`config.mk`:
```
export PLATFORM = sky130hd
export DESIGN_NAME = path_canonicalizer_top
export DESIGN_NICKNAME = d
export VERILOG_FILES = /design/src/design/pcan_pkg.sv /design/src/design/pcan_ram.sv /design/src/design/pcan_out_reg.sv /design/src/design/pcan_ctrl.sv /design/src/design/path_canonicalizer_top.sv
export SDC_FILE = /design/constraint.sdc
export NUM_CORES = 2
export LEC_CHECK = 0
export ABC_AREA = 1
export BUFFER_PORTS_ARGS = -buffer_cell sky130_fd_sc_hd__buf_4
export CORE_MARGIN = 2
export CORE_UTILIZATION = 50
export CTS_CLUSTER_DIAMETER = 120
export DETAILED_ROUTE_END_ITERATION = 10
export PLACE_DENSITY_LB_ADDON = 0.08
export SLEW_MARGIN = 20
export SYNTH_ARGS = -nofsm -noshare
export SYNTH_HDL_FRONTEND = slang
export SYNTH_SLANG_ARGS = --single-unit
```
`constraint.sdc`:
```
create_clock -name clk -period 16.1 [get_ports clk]
set_clock_uncertainty 0.05 [all_clocks]
set_input_delay 3.22 -clock clk [delete_from_list [all_inputs] [get_ports clk]]
set_output_delay 3.22 -clock clk [all_outputs]
set_load 0.1 [all_outputs]
```
`src/design/pcan_pkg.sv`:
```
// ----------------------------------------------------------------------------
// pcan_pkg
// Shared types and constants of the path canonicalizer.
// ----------------------------------------------------------------------------
package pcan_pkg;

  // Default size of the path buffer in bytes
  localparam int PCAN_PATH_BYTES = 256;

  localparam logic [7:0] SLASH_CHAR = 8'h2F;
  localparam logic [7:0] DOT_CHAR   = 8'h2E;

  typedef enum logic [2:0] {
    OP_START  = 3'd0,
    OP_BASE   = 3'd1,
    OP_PATH   = 3'd2,
    OP_FINISH = 3'd3,
    OP_READ   = 3'd4
  } op_t;

  typedef enum logic [2:0] {
    ST_ACCEPTED = 3'd0,
    ST_FILE     = 3'd1,
    ST_DIR      = 3'd2,
    ST_TOO_LONG = 3'd3,
    ST_EMPTY    = 3'd4,
    ST_READ     = 3'd5
  } status_t;

  typedef enum logic [1:0] {
    S_IDLE,
    S_STRIP,
    S_POST,
    S_RDATA
  } state_t;

  // What to finish once a walk back through the buffer is done
  typedef enum logic [1:0] {
    PK_FIRST,
    PK_SLASH,
    PK_FINISH
  } pend_t;

  typedef struct packed {
    status_t    status;
    logic [7:0] data;
    logic [7:0] length;
  } result_t;

endpackage

```
`src/design/pcan_ram.sv`:
```
// ----------------------------------------------------------------------------
// pcan_ram
// Generic single-clock RAM: one write port, one read port, registered read.
// ----------------------------------------------------------------------------
module pcan_ram #(
  parameter int WIDTH = 8,
  parameter int DEPTH = 256
) (
  input  logic                     clk,
  input  logic                     wr_en,
  input  logic [$clog2(DEPTH)-1:0] wr_addr,
  input  logic [WIDTH-1:0]         wr_data,
  input  logic [$clog2(DEPTH)-1:0] rd_addr,
  output logic [WIDTH-1:0]         rd_data
);

  logic [WIDTH-1:0] mem [DEPTH];

  // Write and registered read
  always_ff @(posedge clk) begin
    if (wr_en) begin
      mem[wr_addr] <= wr_data;
    end
    rd_data <= mem[rd_addr];
  end

endmodule

```
`src/design/pcan_out_reg.sv`:
```
// ----------------------------------------------------------------------------
// pcan_out_reg
// Output register stage: holds one result until the consumer takes it.
// ----------------------------------------------------------------------------
module pcan_out_reg
  import pcan_pkg::*;
(
  input  logic       clk,
  input  logic       rst,
  input  logic       load,
  input  result_t    res,
  input  logic       out_ready,
  output logic       out_valid,
  output logic [2:0] status,
  output logic [7:0] data_out,
  output logic [7:0] result_length
);

  result_t res_q;

  // Valid flag: set on load, clear on transfer
  always_ff @(posedge clk) begin
    if (rst) begin
      out_valid <= 1'b0;
    end else if (load) begin
      out_valid <= 1'b1;
    end else if (out_ready) begin
      out_valid <= 1'b0;
    end
  end

  // Capture payload
  always_ff @(posedge clk) begin
    if (load) begin
      res_q <= res;
    end
  end

  assign status        = res_q.status;
  assign data_out      = res_q.data;
  assign result_length = res_q.length;

endmodule

```
`src/design/pcan_ctrl.sv`:
```
// ----------------------------------------------------------------------------
// pcan_ctrl
// Sequencer: decodes items, updates the path state, drives the buffer RAM
// and walks back through it to strip components.
// ----------------------------------------------------------------------------
module pcan_ctrl
  import pcan_pkg::*;
#(
  parameter int PATH_BYTES = PCAN_PATH_BYTES
) (
  input  logic                          clk,
  input  logic                          rst,
  input  logic                          in_valid,
  output logic                          in_ready,
  input  logic [2:0]                    operation,
  input  logic [7:0]                    byte_value,
  input  logic [7:0]                    read_index,
  input  logic                          out_valid,
  input  logic                          out_ready,
  output logic                          res_load,
  output result_t                       res,
  output logic                          wr_en,
  output logic [$clog2(PATH_BYTES)-1:0] wr_addr,
  output logic [7:0]                    wr_data,
  output logic [$clog2(PATH_BYTES)-1:0] rd_addr,
  input  logic [7:0]                    rd_data
);

  localparam int AW = $clog2(PATH_BYTES);
  localparam int PW = AW + 1;
  localparam logic [PW-1:0] PB_P  = PW'(PATH_BYTES);
  localparam logic [PW:0]   PB_W  = (PW+1)'(PATH_BYTES);
  localparam logic [PW-1:0] ONE_P = PW'(1);

  state_t      state, state_next;
  pend_t       kind, kind_next;
  logic        adj, adj_next;
  logic [7:0]  pbyte, pbyte_next;
  logic        rd_ok, rd_ok_next;

  logic [PW-1:0] wp, wp_next;
  logic [PW-1:0] cs, cs_next;
  logic [PW-1:0] cl, cl_next;
  logic [PW-1:0] ic, ic_next;
  logic          dir, dir_next;
  logic          sym, sym_next;
  logic          ovf, ovf_next;
  logic          dots, dots_next;

  logic          accept;
  logic          wp_gt1;
  logic [PW-1:0] wp_dec, wp1, ic_inc, cs_v, wp_f, cs_f;
  logic [PW:0]   csum, apos;
  logic          c_ovf, c_skip, c_dotdot, dir_v, dir_f;

  assign in_ready = (state == S_IDLE) && (!out_valid || out_ready);
  assign accept   = in_valid && in_ready;

  // Shared position arithmetic
  assign wp_gt1   = wp > ONE_P;
  assign wp_dec   = wp - ONE_P;
  assign wp1      = wp_gt1 ? wp + ONE_P : wp;
  assign csum     = {1'b0, wp1} + {1'b0, cl};
  assign c_ovf    = csum >= PB_W;
  assign c_skip   = (cl == '0) || (dots && cl == ONE_P);
  assign c_dotdot = dots && (cl == PW'(2));
  assign ic_inc   = (ic < PB_P) ? ic + ONE_P : ic;
  assign dir_v    = (ic == '0) ? (wp == ONE_P) : dir;
  assign cs_v     = (cl == '0) ? wp + PW'(wp_gt1) : cs;
  assign apos     = {1'b0, cs_v} + {1'b0, cl};

  // Position after a walk back: drop the slash before the removed component
  assign wp_f = (adj && wp_gt1) ? wp_dec : wp;
  assign dir_f = adj ? !wp_gt1 : dir;
  assign cs_f = wp_f + PW'(wp_f > ONE_P);

  // State and path registers
  always_ff @(posedge clk) begin
    if (rst) begin
      state <= S_IDLE;
      kind  <= PK_FIRST;
      adj   <= 1'b0;
      rd_ok <= 1'b0;
      wp    <= '0;
      cs    <= '0;
      cl    <= '0;
      ic    <= '0;
      dir   <= 1'b0;
      sym   <= 1'b0;
      ovf   <= 1'b0;
      dots  <= 1'b0;
    end else begin
      state <= state_next;
      kind  <= kind_next;
      adj   <= adj_next;
      rd_ok <= rd_ok_next;
      wp    <= wp_next;
      cs    <= cs_next;
      cl    <= cl_next;
      ic    <= ic_next;
      dir   <= dir_next;
      sym   <= sym_next;
      ovf   <= ovf_next;
      dots  <= dots_next;
    end
  end

  // Held byte for a deferred first path byte
  always_ff @(posedge clk) begin
    pbyte <= pbyte_next;
  end

  // Next state, RAM access and results
  always_comb begin
    state_next = state;
    kind_next  = kind;
    adj_next   = adj;
    pbyte_next = pbyte;
    rd_ok_next = rd_ok;
    wp_next    = wp;
    cs_next    = cs;
    cl_next    = cl;
    ic_next    = ic;
    dir_next   = dir;
    sym_next   = sym;
    ovf_next   = ovf;
    dots_next  = dots;
    wr_en      = 1'b0;
    wr_addr    = wp[AW-1:0];
    wr_data    = 8'd0;
    rd_addr    = wp_dec[AW-1:0];
    res_load   = 1'b0;
    res        = '{status: ST_ACCEPTED, data: 8'd0, length: 8'd0};

    case (state)
      S_IDLE: begin
        if (accept) begin
          res_load = 1'b1;
          case (op_t'(operation))
            OP_START: begin
              wp_next   = '0;
              cs_next   = '0;
              cl_next   = '0;
              ic_next   = '0;
              dir_next  = 1'b0;
              ovf_next  = 1'b0;
              dots_next = 1'b0;
              sym_next  = byte_value[0];
            end
            OP_BASE: begin
              // Load base bytes until the first path byte
              if (ic == '0 && byte_value != 8'd0 && wp < PB_P) begin
                wr_en   = 1'b1;
                wr_data = byte_value;
                wp_next = wp + ONE_P;
              end
            end
            OP_PATH: begin
              if (!ovf && byte_value != 8'd0) begin
                if (ic == '0 && byte_value == SLASH_CHAR) begin
                  // Absolute path: restart at the root
                  wr_en    = 1'b1;
                  wr_addr  = '0;
                  wr_data  = SLASH_CHAR;
                  wp_next  = ONE_P;
                  dir_next = 1'b1;
                  ic_next  = ONE_P;
                end else if (ic == '0 && sym && wp_gt1) begin
                  // Symlink: walk back to the parent of the base first
                  res_load   = 1'b0;
                  pbyte_next = byte_value;
                  kind_next  = PK_FIRST;
                  adj_next   = 1'b1;
                  state_next = S_STRIP;
                end else if (ic == '0 && !sym && (wp + ONE_P) >= PB_P) begin
                  ovf_next = 1'b1;
                  dir_next = dir_v;
                  ic_next  = ic_inc;
                end else begin
                  ic_next = ic_inc;
                  if (ic_inc >= PB_P) begin
                    ovf_next = 1'b1;
                    dir_next = dir_v;
                  end else if (byte_value == SLASH_CHAR) begin
                    // Close the pending component
                    cl_next  = '0;
                    dir_next = 1'b1;
                    if (c_skip) begin
                      dir_next = 1'b1;
                    end else if (c_dotdot) begin
                      if (wp_gt1) begin
                        res_load   = 1'b0;
                        kind_next  = PK_SLASH;
                        adj_next   = 1'b1;
                        state_next = S_STRIP;
                      end
                    end else begin
                      if (wp_gt1 && wp < PB_P) begin
                        wr_en   = 1'b1;
                        wr_data = SLASH_CHAR;
                      end
                      if (c_ovf) begin
                        ovf_next = 1'b1;
                        wp_next  = wp1;
                      end else begin
                        wp_next = csum[PW-1:0];
                      end
                    end
                  end else begin
                    // Append to the pending component
                    cs_next   = cs_v;
                    dots_next = ((cl == '0) || dots) && (byte_value == DOT_CHAR);
                    cl_next   = (cl < PB_P) ? cl + ONE_P : cl;
                    dir_next  = dir_v;
                    if (apos < PB_W) begin
                      wr_en   = 1'b1;
                      wr_addr = apos[AW-1:0];
                      wr_data = byte_value;
                    end
                  end
                end
              end
            end
            OP_FINISH: begin
              if (ic == '0) begin
                res.status = ST_EMPTY;
              end else if (ovf) begin
                res.status = ST_TOO_LONG;
              end else begin
                // Commit the pending component, terminate in S_POST (after S_STRIP for "..")
                res_load   = 1'b0;
                cl_next    = '0;
                kind_next  = PK_FINISH;
                adj_next   = 1'b0;
                state_next = S_POST;
                if (c_skip) begin
                  dir_next = dir;
                end else if (c_dotdot) begin
                  if (wp_gt1) begin
                    adj_next   = 1'b1;
                    state_next = S_STRIP;
                  end else begin
                    dir_next = 1'b1;
                  end
                end else begin
                  if (wp_gt1 && wp < PB_P) begin
                    wr_en   = 1'b1;
                    wr_data = SLASH_CHAR;
                  end
                  if (c_ovf) begin
                    ovf_next = 1'b1;
                    wp_next  = wp1;
                  end else begin
                    wp_next  = csum[PW-1:0];
                    dir_next = 1'b0;
                  end
                end
              end
            end
            OP_READ: begin
              res_load   = 1'b0;
              rd_addr    = AW'(read_index);
              rd_ok_next = 32'(read_index) < 32'(PATH_BYTES);
              state_next = S_RDATA;
            end
            default: begin
              res.status = ST_ACCEPTED;
            end
          endcase
        end
      end

      S_STRIP: begin
        // Step back one byte per cycle until a slash or the root
        if (rd_data == SLASH_CHAR) begin
          state_next = S_POST;
        end else begin
          wp_next = wp_dec;
          rd_addr = AW'(wp_dec - ONE_P);
          if (wp_dec <= ONE_P) begin
            state_next = S_POST;
          end
        end
      end

      S_POST: begin
        res_load   = 1'b1;
        state_next = S_IDLE;
        case (kind)
          PK_FIRST: begin
            // Deferred first byte of a relative symlink path
            wp_next   = wp_f;
            dir_next  = (wp_f == ONE_P);
            ic_next   = ONE_P;
            cs_next   = cs_f;
            cl_next   = ONE_P;
            dots_next = (pbyte == DOT_CHAR);
            if (cs_f < PB_P) begin
              wr_en   = 1'b1;
              wr_addr = cs_f[AW-1:0];
              wr_data = pbyte;
            end
          end
          PK_SLASH: begin
            wp_next  = wp_f;
            dir_next = 1'b1;
          end
          PK_FINISH: begin
            wp_next  = wp_f;
            dir_next = dir_f;
            if (ovf) begin
              res.status = ST_TOO_LONG;
            end else begin
              if (wp_f < PB_P) begin
                wr_en   = 1'b1;
                wr_addr = wp_f[AW-1:0];
                wr_data = 8'd0;
              end
              res.status = dir_f ? ST_DIR : ST_FILE;
              res.length = 8'(wp_f);
            end
          end
          default: begin
            res.status = ST_ACCEPTED;
          end
        endcase
      end

      S_RDATA: begin
        res_load   = 1'b1;
        res.status = ST_READ;
        res.data   = rd_ok ? rd_data : 8'd0;
        state_next = S_IDLE;
      end

      default: begin
        state_next = S_IDLE;
      end
    endcase
  end

endmodule

```
`src/design/path_canonicalizer_top.sv`:
```
// ----------------------------------------------------------------------------
// path_canonicalizer_top
// Builds an absolute canonical path in a byte buffer from base and path
// bytes, reports file, directory or error on finish, and reads back bytes.
//
//   channel | signals                                      | direction
//   --------+----------------------------------------------+----------
//   in      | in_valid in_ready operation byte_value        | consumer
//           | read_index                                   |
//   out     | out_valid out_ready status data_out           | producer
//           | result_length                                |
//
// Start, base byte, path byte, unused codes and a finish that reports an
// empty or too-long path load their result when accepted (bar the walks
// below); a read passes through S_RDATA (buffer read latency), any other
// finish through S_POST (terminator write). A ".." component, or the
// first relative byte in symlink mode, walks back through the buffer RAM
// one byte per cycle and takes no new item until done. An item enters
// only while the output register is empty or being taken. Reset is
// synchronous and clears the control state; the buffer is not cleared.
// ----------------------------------------------------------------------------
module path_canonicalizer_top
  import pcan_pkg::*;
#(
  parameter int PATH_BYTES = PCAN_PATH_BYTES
) (
  input  logic       clk,
  input  logic       rst,
  input  logic       in_valid,
  output logic       in_ready,
  input  logic [2:0] operation,
  input  logic [7:0] byte_value,
  input  logic [7:0] read_index,
  output logic       out_valid,
  input  logic       out_ready,
  output logic [2:0] status,
  output logic [7:0] data_out,
  output logic [7:0] result_length
);

  localparam int AW = $clog2(PATH_BYTES);

  logic          res_load;
  result_t       res;
  logic          wr_en;
  logic [AW-1:0] wr_addr;
  logic [7:0]    wr_data;
  logic [AW-1:0] rd_addr;
  logic [7:0]    rd_data;

  // Sequencer
  pcan_ctrl #(
    .PATH_BYTES(PATH_BYTES)
  ) u_ctrl (
    .clk        (clk),
    .rst        (rst),
    .in_valid   (in_valid),
    .in_ready   (in_ready),
    .operation  (operation),
    .byte_value (byte_value),
    .read_index (read_index),
    .out_valid  (out_valid),
    .out_ready  (out_ready),
    .res_load   (res_load),
    .res        (res),
    .wr_en      (wr_en),
    .wr_addr    (wr_addr),
    .wr_data    (wr_data),
    .rd_addr    (rd_addr),
    .rd_data    (rd_data)
  );

  // Path buffer
  pcan_ram #(
    .WIDTH(8),
    .DEPTH(PATH_BYTES)
  ) u_buf (
    .clk     (clk),
    .wr_en   (wr_en),
    .wr_addr (wr_addr),
    .wr_data (wr_data),
    .rd_addr (rd_addr),
    .rd_data (rd_data)
  );

  // Result register
  pcan_out_reg u_out (
    .clk           (clk),
    .rst           (rst),
    .load          (res_load),
    .res           (res),
    .out_ready     (out_ready),
    .out_valid     (out_valid),
    .status        (status),
    .data_out      (data_out),
    .result_length (result_length)
  );

endmodule

```
==> results.toml <==
[status]
status = "finished clean"

[power_and_ir_drop]
leakagePower_nw = 41.1
p_sw_mw = 10.3
combinationalPowerShare_pct = 47.7
p_clk_share_pct = 22.3
p_sw_share_pct = 47.2
internal_power_mw = 11.5
p_seq_share_pct = 30.0
power.density_nw_per_um2 = 208
peakVddDrop_mv = 0.205

[setup_path]
critical_path.slowest_cell = "buf_4"
reg2reg_to = "u_buf.mem[109][0]"
critical_path_required_ns = 16.84
rr_startpoint = "u_ctrl.wp[1]"
reg2reg_depth = 30
criticalPathCategory = "in -> reg"
end_kind = "flop"
worstPathArrival_ns = 9.49
path_cells = "buf_4, inv_1, nand2_1, nand3_2, nor2_1, buf_4, inv_1, o21ai_1, nand2_1, nand2_4, nand2_8, buf_4, buf_4, buf_4, nand2_1, nand2_1, nand2_1, nand3_1, nand3_1, nand3_1, nand3_1, nand3_1, nand3_1, nand2_1"
reg2reg_slack_ns = 7.67
slowest_delay_ns = 0.80
cp_max_fo = 85
cp-start-kind = "primary input"

[timing]
min_period_ns = 8.75
max_freq_mhz = 114
slew_headroom_pct = 23.8
hold_viol_final = 0
setup_violations = 0
worst_pin_slew_ns = 1.14
rsz0062_at_grt = "no"
setup-tns-final_ns = 0
worst_slack_ns = 7.35
drv_slew = 0
fin_crit_sh_pct = 54.3

[global_routing]
track_usage_pct = 29.2
grt_overflow = 0
grt_pass1_wl_um = 427000
grt_max_degree = 213
antenna_found_initial = 13
grt_pass1_vias = 63300

[floorplan]
coreArea_sq_um = 191000
start_util_pct = 50.4
std_cell_rows = 160
dieArea_sq_um = 196000
dieHeight_um = 442
io_pins = 44
die_w_um = 442

[final_layout]
multi_input_area_sq_um = 26200
ff_latch_area_sq_um = 63400
syn2layout_area_growth_pct = 9.44
final_nets = 8992
final_area_sq_um = 105000
drive_above_1_share_pct = 6.47
n_fill_cell = 16500
final-instance-count-excl-fill = 11600

[synthesis]
yosysTopAreaCell = "edfxtp_1"
ys_seq_area_share_pct = 66.0
synth-seq-cells = 2130
yosysWarnings = 0
synth_ff_type = "edfxtp_1"
syn_nets = 9174
synth_edf_count = 2075
synth_xor_area_share_pct = 0.246
netlist_instances = 9102
yosys.cell_types.count = 60
synth_top_cell_area_share_pct = 64.9
avgSynthCellArea_sq_um = 10.6
synth_compound_area_share_pct = 3.73
synth_fa_ha_area_share_pct = 0.654
synthArstFlopShare_pct = 0
synth-simple-area-share_pct = 22.5
synth_top_family_by_area = "simple AND/OR/NAND/NOR gates"
synth_area_sq_um = 96100
muxShareOfSynthArea_pct = 0
synth_area_leaders = "edfxtp_1 (65%), nand2_1 (8.6%), nand3_1 (8.4%)"

[placement]
routabilityCongestion = 0.904
dp_cells = 11200
place_area_sq_um = 98300
dp.final_hpwl_um = 166000
port-buffer-count = 43
post-place-ws_ns = 6.55

[run]
maxCapViolCount = 0

[clock_tree]
cts_num_sinks = 2130
clock-root-buffer = "clkbuf_16"
path_clk_slew_ns = 0.06
cts_buffers = 222
cts_setup_buffers = 0
cts_hold_buf = 0
clk_latency_ns = 0.87
cts_max_path_buffers = 3
htreeDepth = 4
cts_tree = "done"
cts-resized-gates = 0

[drt]
first_iter_violations = 8224
wl_per_cell_um = 25.0
vias = 67200
drc = 0
wl_um = 290000
dr.pass1.iters = 8
ant_nets = 0
viasPerCell = 5.78

[min_path]
hold_depth = 2
min_to = "u_ctrl.cs[2]"
hp-class = "reg -> reg"
hp-start = "u_ctrl.cs[2]"
-- cell type report --
type	count	share of cell area, %
Antenna cell	5	0.0119
Clock buffer	288	5.64
Clock inverter	122	0.823
Inverter	1129	4.06
Multi-Input combinational cell	5295	25.0
Sequential cell	2130	60.3
Tap cell	2511	2.99
Timing Repair Buffer	142	1.21
-- metrics by stage --
| step | hold WS, ns | power [mW] | utilization [%] |
|---|---|---|---|
| final | 0.413 | 21.9 | 55.2 |
| after global routing | 0.444 | 22.8 | 55.2 |
| after CTS | 0.416 | 21.8 | 55.2 |
| after detailed placement | 0.406 | 16.9 | 51.6 |
| after global placement | 0.394 | 16.9 | 51.6 |
| after floorplan | 0.380 | 12.8 | - |
-- cell usage after synthesis (3+ instances only) --
cell and count:
nand4_2 4, o21ai_0 64, or2_2 3, o22ai_1 12, nand3_2 10, nand3_1 1608, clkinv_1 3, inv_2 13
a21oi_1 92, o21ai_1 14, o31ai_1 4, nand2_1 2200, dfxtp_1 55, nand3_4 5, xor2_1 19, nor3b_1 6
a21oi_4 4, nor2_1 372, o21bai_1 7, nor4_1 7, nor2_2 18, edfxtp_1 2075, nor3_1 28, nand2_2 28
buf_1 96, buf_4 9, buf_2 160, nor2_4 14, a21o_1 4, ha_1 47, a211oi_1 15, a31oi_1 9
xnor2_1 8, a221oi_1 5, a22oi_1 3, o21a_1 3, nand4_1 21, inv_1 1111, buf_6 11, nand3b_1 349
nand2_4 14, o211ai_1 280, clkbuf_1 271
-- worst max path at each step --
stage / start / slack, ns / cells past startpoint / end
floorplan: operation[1] / 3.40 / 8 / u_buf.mem[0][4]
global placement: out_ready / 6.55 / 24 / u_buf.rd_data[1]
CTS: out_ready / 7.48 / 24 / u_buf.rd_data[1]
global route: out_ready / 7.03 / 23 / u_buf.rd_data[6]
detailed placement: out_ready / 6.55 / 24 / u_buf.rd_data[1]
finish: out_ready / 7.35 / 24 / u_buf.rd_data[1]
-- power by group through the flow --
stage                     combinational [mW]  sequential, mW  clock (mW)
after floorplan                         5.98            6.85           0
after global placement                  10.3            6.66           0
after detailed placement                10.3            6.66           0
after CTS                               10.3            6.54        4.94
after global routing                    11.0            6.55        5.16
final                                   10.4            6.55        4.88
-- sequential cells by signal (all words and copies together), names as in the netlist, 2 cells and up --
name and count:
u_ctrl.cl 9, u_ctrl.wp 9, u_ctrl.ic 9, u_out.status 3
u_buf.rd_data 8, u_ctrl.state 2, u_out.result_length 8, u_ctrl.pbyte 8
u_buf.mem 2048, u_ctrl.cs 9, u_ctrl.kind 2, u_out.data_out 8
-- cells by family (layout without fill, tap and decap cells) --
| group | count (synthesis) | count (layout) |
|---|---|---|
| AOI/OAI and AO/OA | 528 | 528 |
| buffers and inverters | 1677 | 1681 |
| other | 0 | 5 |
| xor gates and xnor gates | 27 | 27 |
| adders and majority gates | 49 | 49 |
| DFF | 2130 | 2130 |
| and+or+nand+nor | 4691 | 4691 |
-- metal layers --
layer  vias to the layer above  track usage, %  wire, um
met4                         2            10.1      9640
met1                     33000            42.0    124000
met5                         -               0        13
met2                      2914            45.2    133000
met3                       457            4.94     23300
li1                      30800               -         -
-- critical path, delay by kind of cell --
family	cells	cell delay (ns)
buf+inv	7	2.57
compound gates	1	0.07
simple gates	16	3.39
-- layout by cell type (no fill, tap or decap), drive strengths merged, types with 8 or more instances in the layout --
cell       n
o22ai     12
inv     1131
a211oi    15
nand4     25
nand3   1623
clkbuf   288
edfxtp  2075
nand2   2242
nor3      30
bufinv     8
ha        47
o211ai   280
xor2      19
a31oi      9
clkinv   111
nand3b   349
a21oi     97
dfxtp     55
o21ai     80
buf      142
nor2     405
xnor2      8
No activity file was read; power rests on OpenSTA's default activity.
